File: config.mk
export PLATFORM = sky130hd
export DESIGN_NAME = protobuf_field_encoder
export DESIGN_NICKNAME = d
export VERILOG_FILES = /design/src/design/pbfe_pkg.sv /design/src/design/pbfe_emit.sv /design/src/design/protobuf_field_encoder.sv
export SDC_FILE = /design/constraint.sdc
export NUM_CORES = 1
export LEC_CHECK = 0
export BUFFER_PORTS_ARGS = -buffer_cell sky130_fd_sc_hd__buf_2
export CORE_UTILIZATION = 53
export CTS_CLUSTER_SIZE = 25
export DETAILED_ROUTE_END_ITERATION = 8
export PLACE_DENSITY = 0.75
export SLEW_MARGIN = 0
export SYNTH_ARGS = -nofsm -noshare
export SYNTH_HDL_FRONTEND = slang
export SYNTH_SLANG_ARGS = --single-unit
File: constraint.sdc
create_clock -name clk -period 9.5 [get_ports clk]
set_input_delay 1.9 -clock clk [delete_from_list [all_inputs] [get_ports clk]]
set_output_delay 1.9 -clock clk [all_outputs]
set_load 0.03 [all_outputs]
File: src/design/pbfe_pkg.sv
package pbfe_pkg;

  localparam int unsigned TAG_W    = 32;
  localparam int unsigned VALUE_W  = 64;
  localparam int unsigned TCNT_W   = 3;
  localparam int unsigned VCNT_W   = 4;
  localparam int unsigned GROUP_W  = 7;
  localparam int unsigned VGROUPS  = 10;

  localparam logic [2:0] WT_VARINT = 3'd0;
  localparam logic [2:0] WT_LEN    = 3'd2;

  typedef enum logic [1:0] {
    KIND_VARINT = 2'd0,
    KIND_BYTES  = 2'd1,
    KIND_DATA   = 2'd2,
    KIND_NONE   = 2'd3
  } req_kind_t;

  typedef struct packed {
    logic [1:0]  req_type;
    logic [31:0] field_number;
    logic [63:0] field_value;
    logic [7:0]  payload_byte;
  } in_item_t;

  typedef struct packed {
    logic [7:0] out_byte;
    logic       last_byte;
    logic       bad_field;
  } out_item_t;

  // One decoded item as handed to the byte emitter.
  typedef struct packed {
    logic [TAG_W-1:0]   tag;
    logic [VALUE_W-1:0] val;
    logic [TCNT_W-1:0]  tcnt;
    logic [VCNT_W-1:0]  vcnt;
    logic               raw;
    logic               bad;
  } emit_cmd_t;

  // Number of base-128 groups in the tag (at least one).
  function automatic logic [TCNT_W-1:0] tag_len(input logic [TAG_W-1:0] t);
    logic [TCNT_W-1:0] n;
    n = TCNT_W'(1);
    if (t[TAG_W-1:7] != '0)  n = n + TCNT_W'(1);
    if (t[TAG_W-1:14] != '0) n = n + TCNT_W'(1);
    if (t[TAG_W-1:21] != '0) n = n + TCNT_W'(1);
    if (t[TAG_W-1:28] != '0) n = n + TCNT_W'(1);
    return n;
  endfunction

  // Number of base-128 groups in a 64-bit value (at least one).
  function automatic logic [VCNT_W-1:0] val_len(input logic [VALUE_W-1:0] v);
    logic [VCNT_W-1:0] n;
    n = VCNT_W'(1);
    for (int k = 1; k < VGROUPS; k++) begin
      if ((v >> (GROUP_W * k)) != '0) n = n + VCNT_W'(1);
    end
    return n;
  endfunction

endpackage

File: src/design/pbfe_emit.sv
module pbfe_emit (
  input  logic                 clk,
  input  logic                 rst_n,
  input  logic                 load,
  input  pbfe_pkg::emit_cmd_t  cmd,
  output logic                 free,
  output logic                 out_valid,
  output pbfe_pkg::out_item_t  out_item
);

  logic [pbfe_pkg::TAG_W-1:0]   tag_r, tag_nxt;
  logic [pbfe_pkg::VALUE_W-1:0] val_r, val_nxt;
  logic [pbfe_pkg::TCNT_W-1:0]  tcnt_r, tcnt_nxt;
  logic [pbfe_pkg::VCNT_W-1:0]  vcnt_r, vcnt_nxt;
  logic                         raw_r, raw_nxt;
  logic                         bad_r, bad_nxt;
  logic                         last;

  assign out_valid = (vcnt_r != '0);
  assign last      = (tcnt_r == '0) && (vcnt_r == pbfe_pkg::VCNT_W'(1));
  assign free      = !out_valid || last;

  always_comb begin
    out_item.last_byte = last;
    out_item.bad_field = bad_r;
    if (tcnt_r != '0) begin
      out_item.out_byte = {(tcnt_r != pbfe_pkg::TCNT_W'(1)), tag_r[6:0]};
    end else if (raw_r) begin
      out_item.out_byte = val_r[7:0];
    end else begin
      out_item.out_byte = {(vcnt_r != pbfe_pkg::VCNT_W'(1)), val_r[6:0]};
    end
  end

  always_comb begin
    tag_nxt  = tag_r;
    val_nxt  = val_r;
    tcnt_nxt = tcnt_r;
    vcnt_nxt = vcnt_r;
    raw_nxt  = raw_r;
    bad_nxt  = bad_r;
    if (load) begin
      tag_nxt  = cmd.tag;
      val_nxt  = cmd.val;
      tcnt_nxt = cmd.tcnt;
      vcnt_nxt = cmd.vcnt;
      raw_nxt  = cmd.raw;
      bad_nxt  = cmd.bad;
    end else if (out_valid) begin
      // The tag goes out first, then the value, seven bits per byte (a raw byte carries eight).
      if (tcnt_r != '0) begin
        tcnt_nxt = tcnt_r - pbfe_pkg::TCNT_W'(1);
        tag_nxt  = tag_r >> pbfe_pkg::GROUP_W;
      end else begin
        vcnt_nxt = vcnt_r - pbfe_pkg::VCNT_W'(1);
        val_nxt  = val_r >> pbfe_pkg::GROUP_W;
      end
    end
  end

  always_ff @(posedge clk) begin
    if (!rst_n) begin
      tcnt_r <= '0;
      vcnt_r <= '0;
    end else begin
      tcnt_r <= tcnt_nxt;
      vcnt_r <= vcnt_nxt;
    end
    tag_r <= tag_nxt;
    val_r <= val_nxt;
    raw_r <= raw_nxt;
    bad_r <= bad_nxt;
  end

`ifndef SYNTHESIS
  a_tag_has_value: assert property (@(posedge clk) disable iff (!rst_n)
    (tcnt_r != '0) |-> (vcnt_r != '0))
    else $error("tag bytes pending without a value byte");
  a_raw_single: assert property (@(posedge clk) disable iff (!rst_n)
    (out_valid && raw_r) |-> out_item.last_byte)
    else $error("raw or error transaction longer than one byte");
  a_no_load_busy: assert property (@(posedge clk) disable iff (!rst_n)
    load |-> free)
    else $error("emitter loaded while a transaction is still in progress");
`endif

endmodule

File: src/design/protobuf_field_encoder.sv
// Protocol-buffer wire-format field encoder.
// Input: an item (in_item) is taken at a rising edge where start is high and
// busy is low. req_type selects a varint field, a bytes-field header or one
// raw payload byte; req_type 3 is taken and produces nothing.
// Output: one byte per cycle on out_item, marked by out_valid for exactly one
// cycle. last_byte flags the final byte of an item; bad_field flags the one
// result of a non-data item whose field number is zero or above 0x1fffffff.
// Path: an accepted item is registered in stage 1, then in stage 2, then in the
// byte emitter, whose registers drive its first byte; it waits while the next stage is full.
// Throughput: the byte emitter sends one byte per cycle. An item has 1 byte
// for a data byte or an error and 2 to 15 for a field (tag of 1-5 bytes plus
// value of 1-10 bytes). The two stages in front of the emitter hold further
// items, so busy rises only when both are full behind a long item.
// Reset (synchronous, rst_n low) empties all stages; no byte is pending.
// The receiver cannot stall: every strobed byte is taken.
module protobuf_field_encoder (
  input  logic                clk,
  input  logic                rst_n,
  input  logic                start,
  output logic                busy,
  input  pbfe_pkg::in_item_t  in_item,
  output logic                out_valid,
  output pbfe_pkg::out_item_t out_item
);

  pbfe_pkg::in_item_t  s1_r;
  logic                s1_v_r, s1_v_nxt;
  logic                s1_bad_r, s1_bad_nxt;
  pbfe_pkg::emit_cmd_t s2_r, s2_nxt;
  logic                s2_v_r, s2_v_nxt;

  logic accept;
  logic s3_free;
  logic s2_ready;
  logic s1_adv;
  logic s2_adv;
  logic [pbfe_pkg::TAG_W-1:0] tag;
  logic [2:0]                 wtype;

  assign s2_ready = !s2_v_r || s3_free;
  assign s2_adv   = s2_v_r && s3_free;
  assign s1_adv   = s1_v_r && s2_ready;
  assign busy     = s1_v_r && !s2_ready;
  assign accept   = start && !busy;

  // Stage 1: capture and check the field number.
  always_comb begin
    s1_v_nxt = s1_v_r;
    if (accept) begin
      s1_v_nxt = (in_item.req_type != pbfe_pkg::KIND_NONE);
    end else if (s1_adv) begin
      s1_v_nxt = 1'b0;
    end
    s1_bad_nxt = (in_item.field_number == '0) || (in_item.field_number[31:29] != '0);
  end

  // Stage 2: build the tag and count the bytes of tag and value.
  assign wtype = (s1_r.req_type == pbfe_pkg::KIND_VARINT) ? pbfe_pkg::WT_VARINT
                                                           : pbfe_pkg::WT_LEN;
  assign tag   = {s1_r.field_number[28:0], wtype};

  always_comb begin
    s2_nxt      = s2_r;
    s2_v_nxt    = s2_v_r;
    if (s1_adv) begin
      s2_v_nxt = 1'b1;
      if (s1_r.req_type == pbfe_pkg::KIND_DATA) begin
        s2_nxt.tag  = tag;
        s2_nxt.val  = {{(pbfe_pkg::VALUE_W-8){1'b0}}, s1_r.payload_byte};
        s2_nxt.tcnt = '0;
        s2_nxt.vcnt = pbfe_pkg::VCNT_W'(1);
        s2_nxt.raw  = 1'b1;
        s2_nxt.bad  = 1'b0;
      end else if (s1_bad_r) begin
        s2_nxt.tag  = tag;
        s2_nxt.val  = '0;
        s2_nxt.tcnt = '0;
        s2_nxt.vcnt = pbfe_pkg::VCNT_W'(1);
        s2_nxt.raw  = 1'b1;
        s2_nxt.bad  = 1'b1;
      end else begin
        s2_nxt.tag  = tag;
        s2_nxt.val  = s1_r.field_value;
        s2_nxt.tcnt = pbfe_pkg::tag_len(tag);
        s2_nxt.vcnt = pbfe_pkg::val_len(s1_r.field_value);
        s2_nxt.raw  = 1'b0;
        s2_nxt.bad  = 1'b0;
      end
    end else if (s2_adv) begin
      s2_v_nxt = 1'b0;
    end
  end

  always_ff @(posedge clk) begin
    if (!rst_n) begin
      s1_v_r <= 1'b0;
      s2_v_r <= 1'b0;
    end else begin
      s1_v_r <= s1_v_nxt;
      s2_v_r <= s2_v_nxt;
    end
    if (accept) begin
      s1_r     <= in_item;
      s1_bad_r <= s1_bad_nxt;
    end
    s2_r <= s2_nxt;
  end

  // Stage 3: serialise the item into bytes.
  pbfe_emit u_emit (
    .clk       (clk),
    .rst_n     (rst_n),
    .load      (s2_adv),
    .cmd       (s2_r),
    .free      (s3_free),
    .out_valid (out_valid),
    .out_item  (out_item)
  );

`ifndef SYNTHESIS
  a_busy_full: assert property (@(posedge clk) disable iff (!rst_n)
    busy |-> (s1_v_r && s2_v_r))
    else $error("busy raised while a stage is empty");
  a_none_dropped: assert property (@(posedge clk) disable iff (!rst_n)
    (accept && in_item.req_type == pbfe_pkg::KIND_NONE && !s1_v_r) |=> !s1_v_r)
    else $error("unused request type entered the pipeline");
  a_hold_while_busy: assert property (@(posedge clk) disable iff (!rst_n)
    busy |=> (s1_v_r && $stable(s1_r)))
    else $error("stage 1 transaction changed while busy");
`endif

endmodule

==> qor.csv <==
metric,value,unit
powerDensity,278,mW/mm^2
critPathMostFrequentCell,nand3_1,
yosys_warnings,0,
worst_slew_pin_slew,1.16,ns
synth_edf_count,305,
setup_viol,0,
r2r-start,s1_r[38],
ios,121,
grt_pass1_wl,35.4,mm
rsz0062_at_grt,false,
max-slew-margin-rel,22.7,%
crit_buf_inv,2,
crit_slowest_cell,or4_1,
async_flop_share,0,%
drc,0,
area.sequential,0.00934,sq mm
synth_area,0.0126,sq mm
area_growth,14.2,%
synth-seq-cells,314,
synth-main-ff-cell,edfxtp_1,
status,"finished, final reports clean",
timing.final.crit_share,62.1,%
worstPathArrival,6.30,ns
placed_cells,1327,
grt_overflow,0,
cts_tree,yes,
grt_usage,19.0,%
die_h,156,um
worstHoldPathType,reg -> reg,
dp_hpwl,14.7,mm
vias_per_cell,5.17,
max_clock_freq,169,MHz
reg2regPathDepth,22,
rows,56,
finClkSkew,0.0110,ns
core-area,0.0234,sq mm
crit_family,simple AND/OR/NAND/NOR gates,
drt_iter0_drc,592,
final_cells,1377,
hold-path-cell-count,0,
cp_max_fo,12,
slew_viol_final,0,
htreeDepth,1,
path_cells,or4_1 -> nor4_2 -> nand3_1 -> nor2_1 -> and3_1 -> nand3_1 -> inv_1 -> fa_1 -> o211ai_1 -> nand3_1 -> ha_1 -> inv_1 -> a221o_2 -> nand2_1 -> nand2_1 -> ha_1 -> a21boi_0 -> o32a_1 -> xnor2_1 -> xnor2_1 -> or3_1 -> mux2i_1,
yosys.area.top_type,edfxtp_1,
clk_latency,0.55,ns
clk_pin_slew,0.06,ns
yosys-top-cells-count,"edfxtp_1 (305), nand2_1 (282), and2_1 (75)",
cts.sinks,314,
numPortBuffers,120,
end_kind,flop,
cts_setup_buffers,0,
fp.dieW,156,um
grt_max_degree,94,
critPathKind,reg -> reg,
crit_required,9.89,ns
avgSynthCellArea,13.8,sq um
fin_setup_tns,0,ns
grt_pass1_vias,6783,
drive_gt1_share,18.1,%
synth.area.top_cells,"edfxtp_1 (73%), nand2_1 (8.4%), and2_1 (3.7%)",
firstDrtPassIters,5,
antenna_found_initial,0,
root_buffer,clkbuf_16,
antenna_cells,0,
whs_endpoint,u_emit.raw_r,
cap_violations,0,
multi_input_area,0.00307,sq mm
slowest_delay,0.62,ns
postCtsHoldBufs,0,
yosys.cell_types.count,63,
syn_nets,1043,
clockBufferDepth,3,
antenna_left,0,
dieArea,0.0244,sq mm
synth.most_common_cell,edfxtp_1,
cts_made_buffers,31,
start_util,53.9,%
synth_seq_area_share,74.1,%
power_leakage,5.55,nW
r2r_setup_slack,3.60,ns
ir_drop,239,uV
hp-start,s2_r[1],
routed_wl,22.8,mm
routedWlPerCell,16.6,um
cts-resized-gates,0,
hold_viol,0,
cp-start-kind,flop,
vias,7124,
syn-instance-count,916,
layout.nets,1168,
synth_top_cell_area_share,72.6,%
gp_congestion,0.879,
post-route-min-period,5.90,ns
fillers,1828,
worst_r2r_endpoint,s2_r[5],
## state kept, by name, summed over array words and instances (netlist names)
register,cells
s2_r,103
u_emit.vcnt_r,4
u_emit.tag_r,32
u_emit.val_r,64
s1_bad_r,1
s1_r,103
s2_v_r,1
u_emit.bad_r,1
s1_v_r,1
u_emit.tcnt_r,3
u_emit.raw_r,1
## power by group
part           internal, W  leakage [nW]  switching (W)  total, W
sequential         0.00199          3.00      0.0000955   0.00208
clock             0.000617         0.424       0.000465   0.00108
combinational     0.000243          2.12       0.000599  0.000842
total              0.00285          5.55        0.00116   0.00401
## layout make-up
cell class                      instances  area share (%)
Sequential cell                       314            64.8
Multi-Input combinational cell        550            21.3
Clock buffer                           40            5.62
Timing Repair Buffer                  127            4.54
Tap cell                              319            2.77
Clock inverter                         10           0.487
Inverter                               17           0.443
## stage by stage
step                utilization [%]  cell area, sq um  setup WS, ns  total power, W  hold slack, ns
floorplan                         -             12600        0.0162         0.00269           0.400
global placement               57.8             13500          3.80         0.00293           0.404
detailed placement             57.8             13500          3.62         0.00296           0.405
CTS                            61.5             14400          3.60         0.00404           0.418
global route                   61.5             14400          3.13         0.00421           0.434
finish                         61.5             14400          3.60         0.00401           0.419
## layout by cell type, fill, tap and decap left out, types with 8 or more instances in the layout
master     instances
a21oi_1           11
and2_1            74
buf_2            120
clkbuf_1           9
clkbuf_16         31
dfxtp_1            9
edfxtp_1         305
ha_1              16
inv_1             14
mux2_2             8
nand2_1          282
nand3_1            8
nand3b_1           8
nor2_1            16
nor3_1            13
nor4_1            17
o21ai_0            9
xnor2_1            9
## per-layer routing
metal	GRT usage [%]	wire length [um]	part of all wire (%)	vias to the layer above
li1	-	-	-	3488
met1	25.6	9900	43	3397
met2	32.0	11300	49	201
met3	3.05	1200	5.3	38
met4	5.84	483	2.1	0
met5	0	0	0	-
## worst max path at each step
stage	depth (start not counted)	startpoint	slack, ns	end
final	22	s1_r[38]	3.60	s2_r[5]
after global routing	22	s1_r[38]	3.13	s2_r[5]
after CTS	22	s1_r[38]	3.60	s2_r[5]
after detailed placement	22	s1_r[38]	3.62	s2_r[5]
after global placement	22	s1_r[71]	3.80	s2_r[5]
after floorplan	7	u_emit.tcnt_r[0]	0.02	s2_r[0]
## kinds of logic (layout without fill, tap and decap cells)
group                      Yosys count  after routing  synth area share, %
muxes                               14             14                 1.19
xor gates and xnor gates            12             12                0.893
and+or+nand+nor                    455            455                 17.2
AOI/OAI and AO/OA                   51             51                 2.96
adders and majority gates           18             18                 1.91
DFF                                314            314                 74.1
buffers and inverters               52            194                 1.83
No activity file was read; power rests on OpenSTA's default activity.
